## src/priority_message_queue_macros.svh

```systemverilog
// Assertion macros shared by the priority message queue RTL.
// No dependencies; included by the modules that carry assertions.
`ifndef PRIORITY_MESSAGE_QUEUE_MACROS_SVH
`define PRIORITY_MESSAGE_QUEUE_MACROS_SVH

`ifndef SYNTH
// Same-cycle implication, disabled while reset is asserted.
`define PMQ_ASSERT_IMPL(label, clk, rst_n, ante, cons) \
  label: assert property (@(posedge clk) disable iff (!rst_n) (ante) |-> (cons)) \
    else $error("pmq assertion failed");
// Next-cycle implication, disabled while reset is asserted.
`define PMQ_ASSERT_NEXT(label, clk, rst_n, ante, cons) \
  label: assert property (@(posedge clk) disable iff (!rst_n) (ante) |=> (cons)) \
    else $error("pmq assertion failed");
`else
`define PMQ_ASSERT_IMPL(label, clk, rst_n, ante, cons)
`define PMQ_ASSERT_NEXT(label, clk, rst_n, ante, cons)
`endif

`endif

```

## src/pmq_pkg.sv

```systemverilog
// Package for the priority message queue: payload structs, codes, FSM states
// and the command/status structs between controller and datapath. No dependencies.
package pmq_pkg;

  localparam int DEPTH_DEF         = 16;
  localparam int PAYLOAD_BYTES_DEF = 8;

  localparam int CFG_IDX_W  = 2;
  localparam int CFG_DATA_W = 8;

  localparam logic [CFG_IDX_W-1:0] CFG_CAPACITY     = 2'd0;
  localparam logic [CFG_IDX_W-1:0] CFG_MAX_PRIORITY = 2'd1;
  localparam logic [CFG_IDX_W-1:0] CFG_MAX_SIZE     = 2'd2;

  localparam logic [4:0] CAPACITY_RST     = 5'd16;
  localparam logic [7:0] MAX_PRIORITY_RST = 8'd255;
  localparam logic [3:0] MAX_SIZE_RST     = 4'd8;

  localparam logic [1:0] FUNC_SEND  = 2'd0;
  localparam logic [1:0] FUNC_RECV  = 2'd1;
  localparam logic [1:0] FUNC_CLEAR = 2'd2;

  localparam logic [1:0] ST_OK     = 2'd0;
  localparam logic [1:0] ST_FULL   = 2'd1;
  localparam logic [1:0] ST_EMPTY  = 2'd2;
  localparam logic [1:0] ST_BADPAR = 2'd3;

  typedef struct packed {
    logic [1:0]  func;
    logic [63:0] payload;
    logic [3:0]  msg_size;
    logic [7:0]  priority_req;
  } in_item_t;

  typedef struct packed {
    logic [1:0]  status;
    logic [63:0] out_payload;
    logic [3:0]  out_size;
    logic [7:0]  out_priority;
    logic [4:0]  occupancy;
  } out_item_t;

  typedef enum logic [3:0] {
    S_IDLE,
    S_DECODE,
    S_FREE_RD,
    S_ALLOC,
    S_WALK_RD,
    S_WALK_CMP,
    S_LINK_NEW,
    S_LINK_PREV,
    S_RECV_RD,
    S_RECV_DONE,
    S_RESP
  } state_t;

  typedef struct packed {
    logic       capture;
    logic       status_we;
    logic [1:0] status;
    logic       clear_q;
    logic       free_rd;
    logic       alloc;
    logic       walk_rd;
    logic       walk_step;
    logic       link_new;
    logic       link_prev;
    logic       recv_rd;
    logic       recv_done;
    logic       resp;
  } cmd_t;

  typedef struct packed {
    logic [1:0] func;
    logic       bad_par;
    logic       full;
    logic       empty;
    logic       free_avail;
    logic       walk_more;
    logic       walk_go;
    logic       prev_none;
    logic       out_free;
  } sts_t;

endpackage

```

## src/pmq_ctrl.sv

```systemverilog
// Controller state machine of the priority message queue.
// Depends on pmq_pkg for the state enum and the command/status structs.
module pmq_ctrl (
  input  logic           clk,
  input  logic           rst_n,
  input  logic           in_valid,
  output logic           in_ready,
  input  pmq_pkg::sts_t  sts,
  output pmq_pkg::cmd_t  cmd
);

  pmq_pkg::state_t state_r, state_nxt;

  always_ff @(posedge clk) begin
    if (!rst_n) begin
      state_r <= pmq_pkg::S_IDLE;
    end else begin
      state_r <= state_nxt;
    end
  end

  always_comb begin
    state_nxt = state_r;
    unique case (state_r)
      pmq_pkg::S_IDLE: begin
        if (in_valid) begin
          state_nxt = pmq_pkg::S_DECODE;
        end
      end
      pmq_pkg::S_DECODE: begin
        unique case (sts.func)
          pmq_pkg::FUNC_SEND: begin
            if (sts.bad_par || sts.full) begin
              state_nxt = pmq_pkg::S_RESP;
            end else if (sts.free_avail) begin
              state_nxt = pmq_pkg::S_FREE_RD;
            end else begin
              state_nxt = pmq_pkg::S_ALLOC;
            end
          end
          pmq_pkg::FUNC_RECV: begin
            state_nxt = sts.empty ? pmq_pkg::S_RESP : pmq_pkg::S_RECV_RD;
          end
          default: begin
            state_nxt = pmq_pkg::S_RESP;
          end
        endcase
      end
      pmq_pkg::S_FREE_RD:   state_nxt = pmq_pkg::S_ALLOC;
      pmq_pkg::S_ALLOC:     state_nxt = pmq_pkg::S_WALK_RD;
      pmq_pkg::S_WALK_RD: begin
        state_nxt = sts.walk_more ? pmq_pkg::S_WALK_CMP : pmq_pkg::S_LINK_NEW;
      end
      pmq_pkg::S_WALK_CMP: begin
        state_nxt = sts.walk_go ? pmq_pkg::S_WALK_RD : pmq_pkg::S_LINK_NEW;
      end
      pmq_pkg::S_LINK_NEW: begin
        state_nxt = sts.prev_none ? pmq_pkg::S_RESP : pmq_pkg::S_LINK_PREV;
      end
      pmq_pkg::S_LINK_PREV: state_nxt = pmq_pkg::S_RESP;
      pmq_pkg::S_RECV_RD:   state_nxt = pmq_pkg::S_RECV_DONE;
      pmq_pkg::S_RECV_DONE: state_nxt = pmq_pkg::S_RESP;
      pmq_pkg::S_RESP: begin
        if (sts.out_free) begin
          state_nxt = pmq_pkg::S_IDLE;
        end
      end
      default: state_nxt = pmq_pkg::S_IDLE;
    endcase
  end

  always_comb begin
    cmd      = '0;
    in_ready = 1'b0;
    unique case (state_r)
      pmq_pkg::S_IDLE: begin
        in_ready    = 1'b1;
        cmd.capture = in_valid;
      end
      pmq_pkg::S_DECODE: begin
        cmd.status_we = 1'b1;
        unique case (sts.func)
          pmq_pkg::FUNC_SEND: begin
            priority if (sts.bad_par) begin
              cmd.status = pmq_pkg::ST_BADPAR;
            end else if (sts.full) begin
              cmd.status = pmq_pkg::ST_FULL;
            end else begin
              cmd.status = pmq_pkg::ST_OK;
            end
          end
          pmq_pkg::FUNC_RECV: begin
            cmd.status = sts.empty ? pmq_pkg::ST_EMPTY : pmq_pkg::ST_OK;
          end
          pmq_pkg::FUNC_CLEAR: begin
            cmd.status  = pmq_pkg::ST_OK;
            cmd.clear_q = 1'b1;
          end
          default: begin
            cmd.status = pmq_pkg::ST_BADPAR;
          end
        endcase
      end
      pmq_pkg::S_FREE_RD:   cmd.free_rd   = 1'b1;
      pmq_pkg::S_ALLOC:     cmd.alloc     = 1'b1;
      pmq_pkg::S_WALK_RD:   cmd.walk_rd   = sts.walk_more;
      pmq_pkg::S_WALK_CMP:  cmd.walk_step = sts.walk_go;
      pmq_pkg::S_LINK_NEW:  cmd.link_new  = 1'b1;
      pmq_pkg::S_LINK_PREV: cmd.link_prev = 1'b1;
      pmq_pkg::S_RECV_RD:   cmd.recv_rd   = 1'b1;
      pmq_pkg::S_RECV_DONE: cmd.recv_done = 1'b1;
      pmq_pkg::S_RESP:      cmd.resp      = sts.out_free;
      default: begin
        cmd = '0;
      end
    endcase
  end

endmodule

```

## src/pmq_dp.sv

```systemverilog
// Datapath of the priority message queue: configuration, entry memories,
// linked-list pointers, insert walk and output register. Depends on pmq_pkg.
`include "priority_message_queue_macros.svh"

module pmq_dp #(
  parameter int DEPTH         = pmq_pkg::DEPTH_DEF,
  parameter int PAYLOAD_BYTES = pmq_pkg::PAYLOAD_BYTES_DEF
) (
  input  logic                             clk,
  input  logic                             rst_n,
  input  pmq_pkg::in_item_t                in_data,
  output logic                             out_valid,
  input  logic                             out_ready,
  output pmq_pkg::out_item_t               out_data,
  input  logic                             cfg_we,
  input  logic [pmq_pkg::CFG_IDX_W-1:0]    cfg_index,
  input  logic [pmq_pkg::CFG_DATA_W-1:0]   cfg_wdata,
  input  pmq_pkg::cmd_t                    cmd,
  output pmq_pkg::sts_t                    sts
);

  localparam int IDX_W  = (DEPTH > 1) ? $clog2(DEPTH) : 1;
  localparam int LINK_W = $clog2(DEPTH + 1);
  localparam int CNT_W  = $clog2(DEPTH + 1);
  localparam int CMP_W  = (CNT_W > 5) ? CNT_W : 5;
  localparam int PW     = 8 * PAYLOAD_BYTES;
  localparam logic [LINK_W-1:0] NONE_IDX = LINK_W'(DEPTH);

  // Configuration registers.
  logic [4:0] capacity_r, capacity_nxt;
  logic [7:0] max_pri_r, max_pri_nxt;
  logic [3:0] max_size_r, max_size_nxt;

  // Queue control state.
  logic [IDX_W-1:0]  head_r, head_nxt;
  logic [LINK_W-1:0] free_head_r, free_head_nxt;
  logic [CNT_W-1:0]  fresh_r, fresh_nxt;
  logic [CNT_W-1:0]  held_r, held_nxt;

  // Insert walk state.
  logic [LINK_W-1:0] prev_r, prev_nxt;
  logic [LINK_W-1:0] cur_r, cur_nxt;
  logic [CNT_W-1:0]  visited_r, visited_nxt;
  logic [IDX_W-1:0]  e_r, e_nxt;

  // Captured item and result fields.
  pmq_pkg::in_item_t item_r;
  logic [1:0]  res_status_r;
  logic [PW-1:0] res_pay_r;
  logic [3:0]  res_size_r;
  logic [7:0]  res_pri_r;

  logic               out_valid_r, out_valid_nxt;
  pmq_pkg::out_item_t out_data_r;

  // Entry memories.
  logic [PW-1:0]     pay_mem  [DEPTH];
  logic [3:0]        size_mem [DEPTH];
  logic [7:0]        pri_mem  [DEPTH];
  logic [LINK_W-1:0] link_mem [DEPTH];

  logic [PW-1:0]     pay_rd_r;
  logic [3:0]        size_rd_r;
  logic [7:0]        pri_rd_r;
  logic [LINK_W-1:0] link_rd_r;

  logic              pri_re, link_re, link_we;
  logic [IDX_W-1:0]  pri_raddr, link_raddr, link_waddr;
  logic [LINK_W-1:0] link_wdata;
  logic [IDX_W-1:0]  e_sel;
  logic [PW-1:0]     pay_masked;
  logic              free_avail;

  assign free_avail = (free_head_r < NONE_IDX);
  assign e_sel      = free_avail ? free_head_r[IDX_W-1:0] : fresh_r[IDX_W-1:0];

  // Bytes above the message size are never stored.
  always_comb begin
    pay_masked = '0;
    for (int i = 0; i < PAYLOAD_BYTES; i++) begin
      if (4'(i) < item_r.msg_size) begin
        pay_masked[i*8 +: 8] = item_r.payload[i*8 +: 8];
      end
    end
  end

  // Status toward the controller.
  always_comb begin
    sts.func       = item_r.func;
    sts.bad_par    = (item_r.priority_req == 8'd0) || (item_r.priority_req > max_pri_r)
                     || (item_r.msg_size > max_size_r)
                     || (item_r.msg_size > 4'(PAYLOAD_BYTES));
    sts.full       = (CMP_W'(held_r) >= CMP_W'(capacity_r)) || (held_r == CNT_W'(DEPTH));
    sts.empty      = (held_r == '0);
    sts.free_avail = free_avail;
    sts.walk_more  = (visited_r < held_r) && (cur_r < NONE_IDX);
    sts.walk_go    = (pri_rd_r <= item_r.priority_req);
    sts.prev_none  = (prev_r == NONE_IDX);
    sts.out_free   = !out_valid_r || out_ready;
  end

  // Memory port selection.
  always_comb begin
    pri_re     = cmd.walk_rd || cmd.recv_rd;
    pri_raddr  = cmd.recv_rd ? head_r : cur_r[IDX_W-1:0];
    link_re    = cmd.free_rd || cmd.walk_rd || cmd.recv_rd;
    priority if (cmd.free_rd) begin
      link_raddr = free_head_r[IDX_W-1:0];
    end else if (cmd.walk_rd) begin
      link_raddr = cur_r[IDX_W-1:0];
    end else begin
      link_raddr = head_r;
    end
    link_we    = cmd.recv_done || cmd.link_new || cmd.link_prev;
    priority if (cmd.recv_done) begin
      link_waddr = head_r;
      link_wdata = free_head_r;
    end else if (cmd.link_new) begin
      link_waddr = e_r;
      link_wdata = (visited_r < held_r) ? cur_r : NONE_IDX;
    end else begin
      link_waddr = prev_r[IDX_W-1:0];
      link_wdata = LINK_W'(e_r);
    end
  end

  always_ff @(posedge clk) begin
    if (cmd.alloc) begin
      pay_mem[e_sel]  <= pay_masked;
      size_mem[e_sel] <= item_r.msg_size;
      pri_mem[e_sel]  <= item_r.priority_req;
    end
    if (cmd.recv_rd) begin
      pay_rd_r  <= pay_mem[head_r];
      size_rd_r <= size_mem[head_r];
    end
    if (pri_re) begin
      pri_rd_r <= pri_mem[pri_raddr];
    end
    if (link_we) begin
      link_mem[link_waddr] <= link_wdata;
    end
    if (link_re) begin
      link_rd_r <= link_mem[link_raddr];
    end
  end

  // Next values of control and walk state.
  always_comb begin
    capacity_nxt  = capacity_r;
    max_pri_nxt   = max_pri_r;
    max_size_nxt  = max_size_r;
    head_nxt      = head_r;
    free_head_nxt = free_head_r;
    fresh_nxt     = fresh_r;
    held_nxt      = held_r;
    prev_nxt      = prev_r;
    cur_nxt       = cur_r;
    visited_nxt   = visited_r;
    e_nxt         = e_r;

    if (cfg_we) begin
      unique case (cfg_index)
        pmq_pkg::CFG_CAPACITY:     capacity_nxt = cfg_wdata[4:0];
        pmq_pkg::CFG_MAX_PRIORITY: max_pri_nxt  = cfg_wdata[7:0];
        pmq_pkg::CFG_MAX_SIZE:     max_size_nxt = cfg_wdata[3:0];
        default: begin
          capacity_nxt = capacity_r;
        end
      endcase
    end

    if (cmd.clear_q) begin
      head_nxt      = '0;
      free_head_nxt = NONE_IDX;
      fresh_nxt     = '0;
      held_nxt      = '0;
    end
    if (cmd.alloc) begin
      e_nxt = e_sel;
      if (free_avail) begin
        free_head_nxt = link_rd_r;
      end else begin
        fresh_nxt = fresh_r + CNT_W'(1);
      end
      prev_nxt    = NONE_IDX;
      cur_nxt     = LINK_W'(head_r);
      visited_nxt = '0;
    end
    if (cmd.walk_step) begin
      prev_nxt    = cur_r;
      cur_nxt     = link_rd_r;
      visited_nxt = visited_r + CNT_W'(1);
    end
    if (cmd.link_new) begin
      held_nxt = held_r + CNT_W'(1);
      if (prev_r == NONE_IDX) begin
        head_nxt = e_r;
      end
    end
    if (cmd.recv_done) begin
      held_nxt      = held_r - CNT_W'(1);
      head_nxt      = (held_r > CNT_W'(1)) ? link_rd_r[IDX_W-1:0] : '0;
      free_head_nxt = LINK_W'(head_r);
    end
  end

  always_ff @(posedge clk) begin
    if (!rst_n) begin
      capacity_r  <= pmq_pkg::CAPACITY_RST;
      max_pri_r   <= pmq_pkg::MAX_PRIORITY_RST;
      max_size_r  <= pmq_pkg::MAX_SIZE_RST;
      head_r      <= '0;
      free_head_r <= NONE_IDX;
      fresh_r     <= '0;
      held_r      <= '0;
      prev_r      <= NONE_IDX;
      cur_r       <= NONE_IDX;
      visited_r   <= '0;
      e_r         <= '0;
      out_valid_r <= 1'b0;
    end else begin
      capacity_r  <= capacity_nxt;
      max_pri_r   <= max_pri_nxt;
      max_size_r  <= max_size_nxt;
      head_r      <= head_nxt;
      free_head_r <= free_head_nxt;
      fresh_r     <= fresh_nxt;
      held_r      <= held_nxt;
      prev_r      <= prev_nxt;
      cur_r       <= cur_nxt;
      visited_r   <= visited_nxt;
      e_r         <= e_nxt;
      out_valid_r <= out_valid_nxt;
    end
  end

  assign out_valid_nxt = cmd.resp ? 1'b1 : (out_ready ? 1'b0 : out_valid_r);

  // Item, result and output payload registers.
  always_ff @(posedge clk) begin
    if (cmd.capture) begin
      item_r       <= in_data;
      res_status_r <= pmq_pkg::ST_OK;
      res_pay_r    <= '0;
      res_size_r   <= '0;
      res_pri_r    <= '0;
    end
    if (cmd.status_we) begin
      res_status_r <= cmd.status;
    end
    if (cmd.recv_done) begin
      res_pay_r  <= pay_rd_r;
      res_size_r <= size_rd_r;
      res_pri_r  <= pri_rd_r;
    end
    if (cmd.resp) begin
      out_data_r.status       <= res_status_r;
      out_data_r.out_payload  <= 64'(res_pay_r);
      out_data_r.out_size     <= res_size_r;
      out_data_r.out_priority <= res_pri_r;
      out_data_r.occupancy    <= 5'(held_r);
    end
  end

  assign out_valid = out_valid_r;
  assign out_data  = out_data_r;

  `PMQ_ASSERT_IMPL(a_held_bounded, clk, rst_n, 1'b1, held_r <= CNT_W'(DEPTH))
  `PMQ_ASSERT_IMPL(a_fresh_in_range, clk, rst_n, cmd.alloc && !free_avail, fresh_r < CNT_W'(DEPTH))
  `PMQ_ASSERT_IMPL(a_recv_not_empty, clk, rst_n, cmd.recv_done, held_r != '0)
  `PMQ_ASSERT_NEXT(a_walk_bounded, clk, rst_n, cmd.walk_step, visited_r <= held_r)
  `PMQ_ASSERT_NEXT(a_insert_count, clk, rst_n, cmd.link_new, held_r == $past(held_r) + CNT_W'(1))

endmodule

```

## src/priority_message_queue.sv

```systemverilog
// Priority message queue top level. Each input transfer is decoded; clear and rejected items
// then go to the result, a receive reads and unlinks the head entry, and a send reuses a
// released entry if there is one, walks past each held message whose priority value is not
// above its own and links in; the one read port of the entry memories sets the walk pace.
// One item at a time: the next transfer comes in the cycle after the result is loaded, later
// while the receiver stalls. Synchronous reset empties the queue and restores the settings.
module priority_message_queue #(
  parameter int DEPTH         = pmq_pkg::DEPTH_DEF,
  parameter int PAYLOAD_BYTES = pmq_pkg::PAYLOAD_BYTES_DEF
) (
  input  logic                             clk,
  input  logic                             rst_n,
  input  logic                             in_valid,
  output logic                             in_ready,
  input  pmq_pkg::in_item_t                in_data,
  output logic                             out_valid,
  input  logic                             out_ready,
  output pmq_pkg::out_item_t               out_data,
  input  logic                             cfg_we,
  input  logic [pmq_pkg::CFG_IDX_W-1:0]    cfg_index,
  input  logic [pmq_pkg::CFG_DATA_W-1:0]   cfg_wdata
);

  pmq_pkg::cmd_t cmd;
  pmq_pkg::sts_t sts;

  pmq_ctrl u_ctrl (
    .clk      (clk),
    .rst_n    (rst_n),
    .in_valid (in_valid),
    .in_ready (in_ready),
    .sts      (sts),
    .cmd      (cmd)
  );

  pmq_dp #(
    .DEPTH         (DEPTH),
    .PAYLOAD_BYTES (PAYLOAD_BYTES)
  ) u_dp (
    .clk       (clk),
    .rst_n     (rst_n),
    .in_data   (in_data),
    .out_valid (out_valid),
    .out_ready (out_ready),
    .out_data  (out_data),
    .cfg_we    (cfg_we),
    .cfg_index (cfg_index),
    .cfg_wdata (cfg_wdata),
    .cmd       (cmd),
    .sts       (sts)
  );

endmodule

```

## config.mk

```make
export PLATFORM = sky130hd
export DESIGN_NAME = priority_message_queue
export DESIGN_NICKNAME = d
export VERILOG_FILES = /design/src/pmq_pkg.sv /design/src/pmq_ctrl.sv /design/src/pmq_dp.sv /design/src/priority_message_queue.sv
export VERILOG_INCLUDE_DIRS = /design/src /design/src/src
export SDC_FILE = /design/constraint.sdc
export NUM_CORES = 1
export LEC_CHECK = 0
export BUFFER_PORTS_ARGS = -buffer_cell sky130_fd_sc_hd__buf_2
export CAP_MARGIN = 20
export CORE_ASPECT_RATIO = 1.4
export CORE_MARGIN = 1.5
export CORE_UTILIZATION = 45
export CTS_BUF_LIST = sky130_fd_sc_hd__clkbuf_8
export DETAILED_ROUTE_END_ITERATION = 10
export GPL_ROUTABILITY_DRIVEN = 0
export HOLD_SLACK_MARGIN = 0.06
export REMOVE_ABC_BUFFERS = 1
export SYNTH_ARGS = -nofsm -noshare
export SYNTH_HDL_FRONTEND = slang
export SYNTH_SLANG_ARGS = --single-unit
```

## constraint.sdc

```tcl
create_clock -name clk -period 12.4 [get_ports clk]
set_input_delay 2.48 -clock clk [delete_from_list [all_inputs] [get_ports clk]]
set_output_delay 2.48 -clock clk [all_outputs]
set_load 0.05 [all_outputs]
```

==> results.md, run 1 <==
* Routed WL at 148000 um
* Synth area leader: edfxtp_1
* Hold_buf cts at 0
* Clk Latency, worst-skew pair at 960 ps
* Cell family with most CP delay: simple AND/OR/NAND/NOR gates
* Area Growth Syn to Fin at 12.8%
* CTS tree: done
* Total global routing overflow at 0
* Sequential share of the synthesized area at 0.783
* Storage cell area at 49700 sq um
* Min Hold Slack at 398 ps
* FF-to-FF setup slack at 8460 ps
* Hold EP: u_dp.out_data[20]
* Crit path DAT at 2250 ps
* Ys flop type: edfxtp_1
* Worst Path Buf+Inv at 2
* Clock Tree Root: clkbuf_8
* Slew @ Worst Pin at 1160 ps
* Clock slew at reported path FFs at 70 ps
* HP Class: reg2reg
* Leakage at 22.9 nW
* Num CTS Buffers at 237
* Minimum clock period after layout at 4730 ps
* Vias/cell at 5.71
* Top cells by count, synth: edfxtp_1 (1616), mux4_2 (372), nand2_1 (101), nor2_1 (101), and2_1 (100)
* Worst clock skew at 43.4 ps
* Reg2reg end: u_dp.pay_rd_r[5]
* Clock buffer depth at 3
* #FFs+latches synth at 1675
* EDFF count, synth at 1616
* Syn avg cell area at 21.4 sq um
* RSZ-0062 raised after global routing: false
* Slew margin rel. at 0.224
* Syn Inst Count at 2964
* Mapped Area at 63500 sq um
* DRC at 0
* Clock sinks at 1675
* Max Fclk at 211 MHz
* Setup Buffers After CTS at 0
* Site row count at 162
* Fin crit share at 0.381
* Final hold vios at 0
* Final nets at 3446
* Layout fillers at 10.9k
* PD cells at 182 nW/um^2
* Post-route antenna net violation count at 0
* Max_cap viols at 0
* CP Max Fanout at 13
* Multi-input gate area at 13300 sq um
* Final Power at 13.1 mW
* Crit-path cells: nor2_1 -> nand2_1 -> inv_1 -> buf_2
* IO Count at 178
* Worst endpoint required time at 9920 ps
* Largest net degree at the start of global routing at 160
* Worst setup SP type: register
* VDD IR max at 0.102 mV
* Hold path depth at 0
* CP max stage cell: dfxtp_1
* Die area at 143000 sq um
* Slowest stage delay, CP at 450 ps
* Vias in the first global route at 32.5k
* Layout cell share with drive strength beyond 1 at 0.273
* Hold Path Origin: u_dp.res_pay_r[3]
* Count of different cell masters after synthesis at 69
* Via count at 30.4k
* Most common cell in the synthesized netlist: edfxtp_1
* Synth warn at 0
* CTS-repair resized insts at 0
* First-pass GRT wire length at 216000 um
* Worst setup path class: reg2out
* Die width at 320 um
* Worst r2r src: u_dp.head_r[0]
* DP HPWL at 78400 um
* Post-synth ARST share at 0
* R2R cell count at 4
* Detailed Routing Iterations Pass 1 at 6
* Slew Limit Fails at 0
* Worst Setup End Kind: output pin
* Routed WL per cell at 27.8 um
* Status: finished clean
* Final Setup Violations at 0
* Dominant cells by area after synthesis: edfxtp_1 (76%), mux4_2 (13%), dfxtp_1 (1.9%)
* Initial antenna violation count at 8
* Chip height at 447 um
* Core ar. at 140000 sq um
* H-tree level count at 4
* Starting density of the core at 0.455
* Gr usage total at 0.209
* Area fraction of the dominant cell type after synthesis at 0.764
* Port Buffers at 177
* 1st-iter DRT viols at 2901
-- cell families (layout without fill, tap and decap cells) --
| group | after synthesis | in the layout | share of synthesized area |
|---|---|---|---|
| multiplexers | 435 | 435 | 0.142 |
| XOR/XNOR | 2 | 2 | 0.000276 |
| other | 0 | 4 | 0 |
| adder cells (fa/ha/maj) | 39 | 39 | 0.00769 |
| AO/OA/AOI/OAI | 173 | 173 | 0.0183 |
| flip-flops | 1675 | 1675 | 0.783 |
| buffers and inverters | 176 | 728 | 0.0115 |
| AND/OR/NAND/NOR | 464 | 464 | 0.0371 |
-- registers in the layout, indices dropped and copies added (netlist names), 8 cells and up --
signal / flops
u_dp.max_pri_r: 8
u_dp.item_r: 76
u_dp.res_pay_r: 64
u_dp.pay_rd_r: 64
u_dp.size_mem: 64
u_dp.pri_rd_r: 8
u_dp.pri_mem: 128
u_dp.out_data: 83
u_dp.pay_mem: 1024
u_dp.res_pri_r: 8
u_dp.link_mem: 80
-- per-layer routing --
layer,share of wire,track usage,vias to the layer above
met4,0.021,0.0603,4
met2,0.52,0.365,979
li1,-,-,12900
met3,0.052,0.0338,254
met1,0.41,0.272,16300
met5,0.00019,0,-
-- how the worst max path moves through the flow --
stage | from | endpoint | cells after the start
5_1_grt | u_ctrl.state_r[1] | in_ready | 4
3_3_place_gp | in_valid | u_dp.res_pay_r[29] | 4
6_report | u_ctrl.state_r[0] | in_ready | 4
2_1_floorplan | u_dp.head_r[0] | u_dp.pri_rd_r[0] | 5
4_1_cts | u_ctrl.state_r[1] | in_ready | 4
3_5_place_dp | out_ready | u_dp.out_data[36] | 5
-- cell type report --
class | count | area share
antenna | 4 | 0.000140
clock buffer | 238 | 0.0457
clock inverter | 203 | 0.0204
inverter | 47 | 0.00260
multi-input combinational | 1113 | 0.185
sequential | 1675 | 0.694
tap | 1804 | 0.0315
timing repair buffer | 240 | 0.0202
-- report_power, final --
part	switching (mW)	internal [mW]	total (mW)
clock network	2.11	2.21	4.32
registers	0.234	7.07	7.30
logic	1.06	0.367	1.43
-- layout by cell type (no fill, tap or decap), types with 11 or more instances in the layout --
cell type | netlist | final
ha_1 | 39 | 39
buf_2 | 17 | 178
nand3_1 | 48 | 48
clkbuf_8 | 0 | 238
o21ai_0 | 18 | 17
nand2b_1 | 12 | 12
nor2_4 | 0 | 17
o211ai_1 | 11 | 11
mux2i_1 | 59 | 56
dfxtp_1 | 59 | 55
a21oi_1 | 54 | 53
edfxtp_1 | 1616 | 1616
clkinv_2 | 0 | 22
buf_4 | 2 | 56
nor2_1 | 101 | 84
nand2_1 | 101 | 100
clkinv_1 | 0 | 69
and2_1 | 100 | 100
mux4_2 | 372 | 372
inv_1 | 45 | 115
nor2b_1 | 58 | 58
a211oi_1 | 16 | 15
nor3_1 | 14 | 12
bufinv_16 | 0 | 19
-- through the flow --
stage,TNS (ps),setup WS [ps],cells,util,cell area [sq um]
2_1_floorplan,-62440,-4560,2835,-,62900
3_3_place_gp,0,7760,4873,0.478,66800
3_5_place_dp,0,7750,4875,0.478,66800
4_1_cts,0,7550,5316,0.512,71500
5_1_grt,0,7510,5321,0.513,71600
6_report,0,7670,5324,0.513,71600
No activity file was read; power rests on OpenSTA's default activity.
==> run 2: changes to the inputs <==
Clock period 12.4 ns to 4.7 ns, I/O delays scaled along.
==> run 2 against run 1 <==
- cell area rose by 0.55%
- die area unchanged
- wire length is 0.27% lower
- highest routed layer is now met4
- non-clock buffer count up 24
- largest cell class unchanged
- cell count grew 0.34%
- clock-buffer cell count rose by 5
- combinational power grew to 2.6 times the previous value
- critical path type is now reg2reg
- hold slack got worse by 230 ps
==> results.md, run 2 (synthesis results as in run 1) <==
* Core ar. at 140000 sq um (unchanged)
* Worst setup path class: reg2reg (was reg2out)
* HP Class: in2reg (was reg2reg)
* Routed WL at 148000 um (about the same)
* IO Count at 178 (unchanged)
* Most flops, register: u_dp.pay_mem (unchanged)
* Area Growth Syn to Fin at 13.4% (was 12.8%)
* Slew @ Worst Pin at 1120 ps (was 1160 ps)
* Number of flip-flops in the largest register at 1024 (unchanged)
* Combinational Power Share at 0.109 (was 0.110)
* Post-route antenna net violation count at 0 (unchanged)
* Leakage at 23.0 nW (was 22.9 nW)
* Storage cell area at 49700 sq um (unchanged)
* Fin crit share at 0.774
* Num CTS Buffers at 238 (was 237)
* Vias/cell at 5.70 (was 5.71)
* Worst endpoint required time at 5390 ps (was 9920 ps)
* Final Setup Violations at 0 (unchanged)
* Max Fclk at 275 MHz
* Port Buffers at 177 (unchanged)
* Final core occ at 0.516 (was 0.513)
* Sw frac at 0.262 (was 0.261)
* Finished Layout Cells at 5342 (was 5324)
* Clock buffer depth at 3 (unchanged)
* Net Sw Power at 8.97 mW (was 3.41 mW)
* Clock sinks at 1675 (unchanged)
* Vias in the first global route at 32.8k (was 32.5k)
* Layout fillers at 10.9k (about the same)
* Pint at 25.2 mW (was 9.64 mW)
* Status: finished clean (unchanged)
* Site row count at 162 (unchanged)
* Worst clock skew at 50.6 ps (was 43.4 ps)
* Total global routing overflow at 0 (unchanged)
* Multi-input gate area at 13200 sq um (was 13300 sq um)
* Part of the power in the clock network at 0.326 (was 0.331)
* CP Max Fanout at 40 (was 13)
* RSZ-0062 raised after global routing: false (unchanged)
* Largest net degree at the start of global routing at 99 (was 160)
* Worst Setup End Kind: register (was output pin)
* Clock slew at reported path FFs at 70 ps (about the same)
* Gr usage total at 0.208 (was 0.209)
* Cell count after placement at 4890 (was 4875)
* Most common cell after layout, fill and taps aside: edfxtp_1 (unchanged)
* Minimum clock period after layout at 3640 ps
* CTS tree: done (unchanged)
* First-pass GRT wire length at 215000 um (was 216000 um)
* DP HPWL at 79600 um (was 78400 um)
* Die area at 143000 sq um (unchanged)
* Chip height at 447 um (unchanged)
* Layout cell share with drive strength beyond 1 at 0.277 (was 0.273)
* Detailed Routing Iterations Pass 1 at 8 (was 6)
* H-tree level count at 4 (unchanged)
* Reg power frac at 0.565 (was 0.560)
* DRC at 0 (unchanged)
* Routed WL per cell at 27.6 um (was 27.8 um)
* Die width at 320 um (unchanged)
* Final hold vios at 0 (unchanged)
* Most frequent cells in the layout: edfxtp_1 (1616), mux4_2 (372), clkbuf_8 (243), buf_2 (178), inv_1 (106) (was edfxtp_1 (1616), mux4_2 (372), clkbuf_8 (238), buf_2 (178), inv_1 (115))
* Clk Latency, worst-skew pair at 960 ps (about the same)
* VDD IR max at 0.267 mV (was 0.102 mV)
* Slew Limit Fails at 0 (unchanged)
* Initial antenna violation count at 4 (was 8)
* Worst setup SP type: register (unchanged)
* Via count at 30.5k (was 30.4k)
* Final nets at 3471 (was 3446)
* Starting density of the core at 0.455 (unchanged)
* PD cells at 475 nW/um^2 (was 182 nW/um^2)
* Max_cap viols at 0 (unchanged)
* Final Power at 34.2 mW (was 13.1 mW)
* TNS Setup at 0 ps (unchanged)
* Clock Tree Root: clkbuf_8 (unchanged)
* 1st-iter DRT viols at 2750 (was 2901)
* Slew margin rel. at 0.251 (was 0.224)
* Crit path DAT at 4330 ps (was 2250 ps)
-- run 2: cell count changes in the layout (fill, tap and decap cells not counted), moves of 5 or more --
cell,delta
clkinvlp_4,+7
inv_1,-9
clkinv_2,+5
bufinv_16,-5
clkbuf_8,+5
buf_4,-14
dlygate4sd3_1,+11
buf_12,+31
-- run 2: through the flow --
step / hold slack, ps / setup WS [ps] / instance area [sq um]
floorplan: 400 / -12260 / 62900
global placement: 401 / 1240 / 67300
detailed placement: 405 / 1080 / 67300
CTS: 60.2 / 1050 / 72000
global route: 86.2 / 803 / 72000
finish: 170 / 1060 / 72000
-- run 2: final timing paths --
kind / from / end / slack, ps / depth (start not counted)
worst min register to register: u_dp.res_pri_r[2] / u_dp.out_data[7] / 410 / 0
worst max register to register: u_dp.held_r[3] / u_dp.link_rd_r[3] / 1060 / 12
worst max-delay path: u_dp.held_r[3] / u_dp.link_rd_r[3] / 1060 / 12
worst min-delay path: in_data[52] / u_dp.item_r[52] / 170 / 1
-- run 2: per-layer routing --
layer | vias to the layer above | wire length, um | GRT usage
met5 | - | 0 | 0
met4 | 0 | 4300 | 0.0767
met3 | 260 | 8190 | 0.0371
met2 | 1165 | 75600 | 0.355
met1 | 16100 | 59600 | 0.268
li1 | 12900 | - | -
-- run 2: timing repair --
item / 4_1_cts / 5_1_grt
resized for setup: 0 / 0
setup endpoints to repair: 0 / 0
hold endpoints to repair: 11 / 0
hold buffers: 11 / 0
setup buffers: 0 / 0
-- run 2: final cells by class --
type                    instances  area share
inverters                      47     0.00259
clock buffers                 243      0.0464
well taps                    1804      0.0313
flip-flops and latches       1675       0.691
repair buffers                264      0.0275
diodes                          2   0.0000695
multi-input cells            1113       0.184
clock inverters               194      0.0176
-- run 2: critical path, stage by stage (launching register included) --
cell and delay (ps):
dfxtp_1 540, inv_1 80, ha_1 290, or4_1 500, o31ai_1 100, or2_4 210
a31oi_1 130, a21oi_4 170, buf_4 540, mux2i_1 320, nand2_1 90, a32oi_1 260
nand3_1 110
-- run 2: power groups by stage --
stage	clock network, mW	registers (mW)	logic, mW
6_report	11.1	19.3	3.74
3_3_place_gp	0	19.6	3.57
3_5_place_dp	0	19.6	3.78
5_1_grt	12.0	19.4	4.08
2_1_floorplan	0	19.5	2.24
4_1_cts	11.4	19.3	3.80
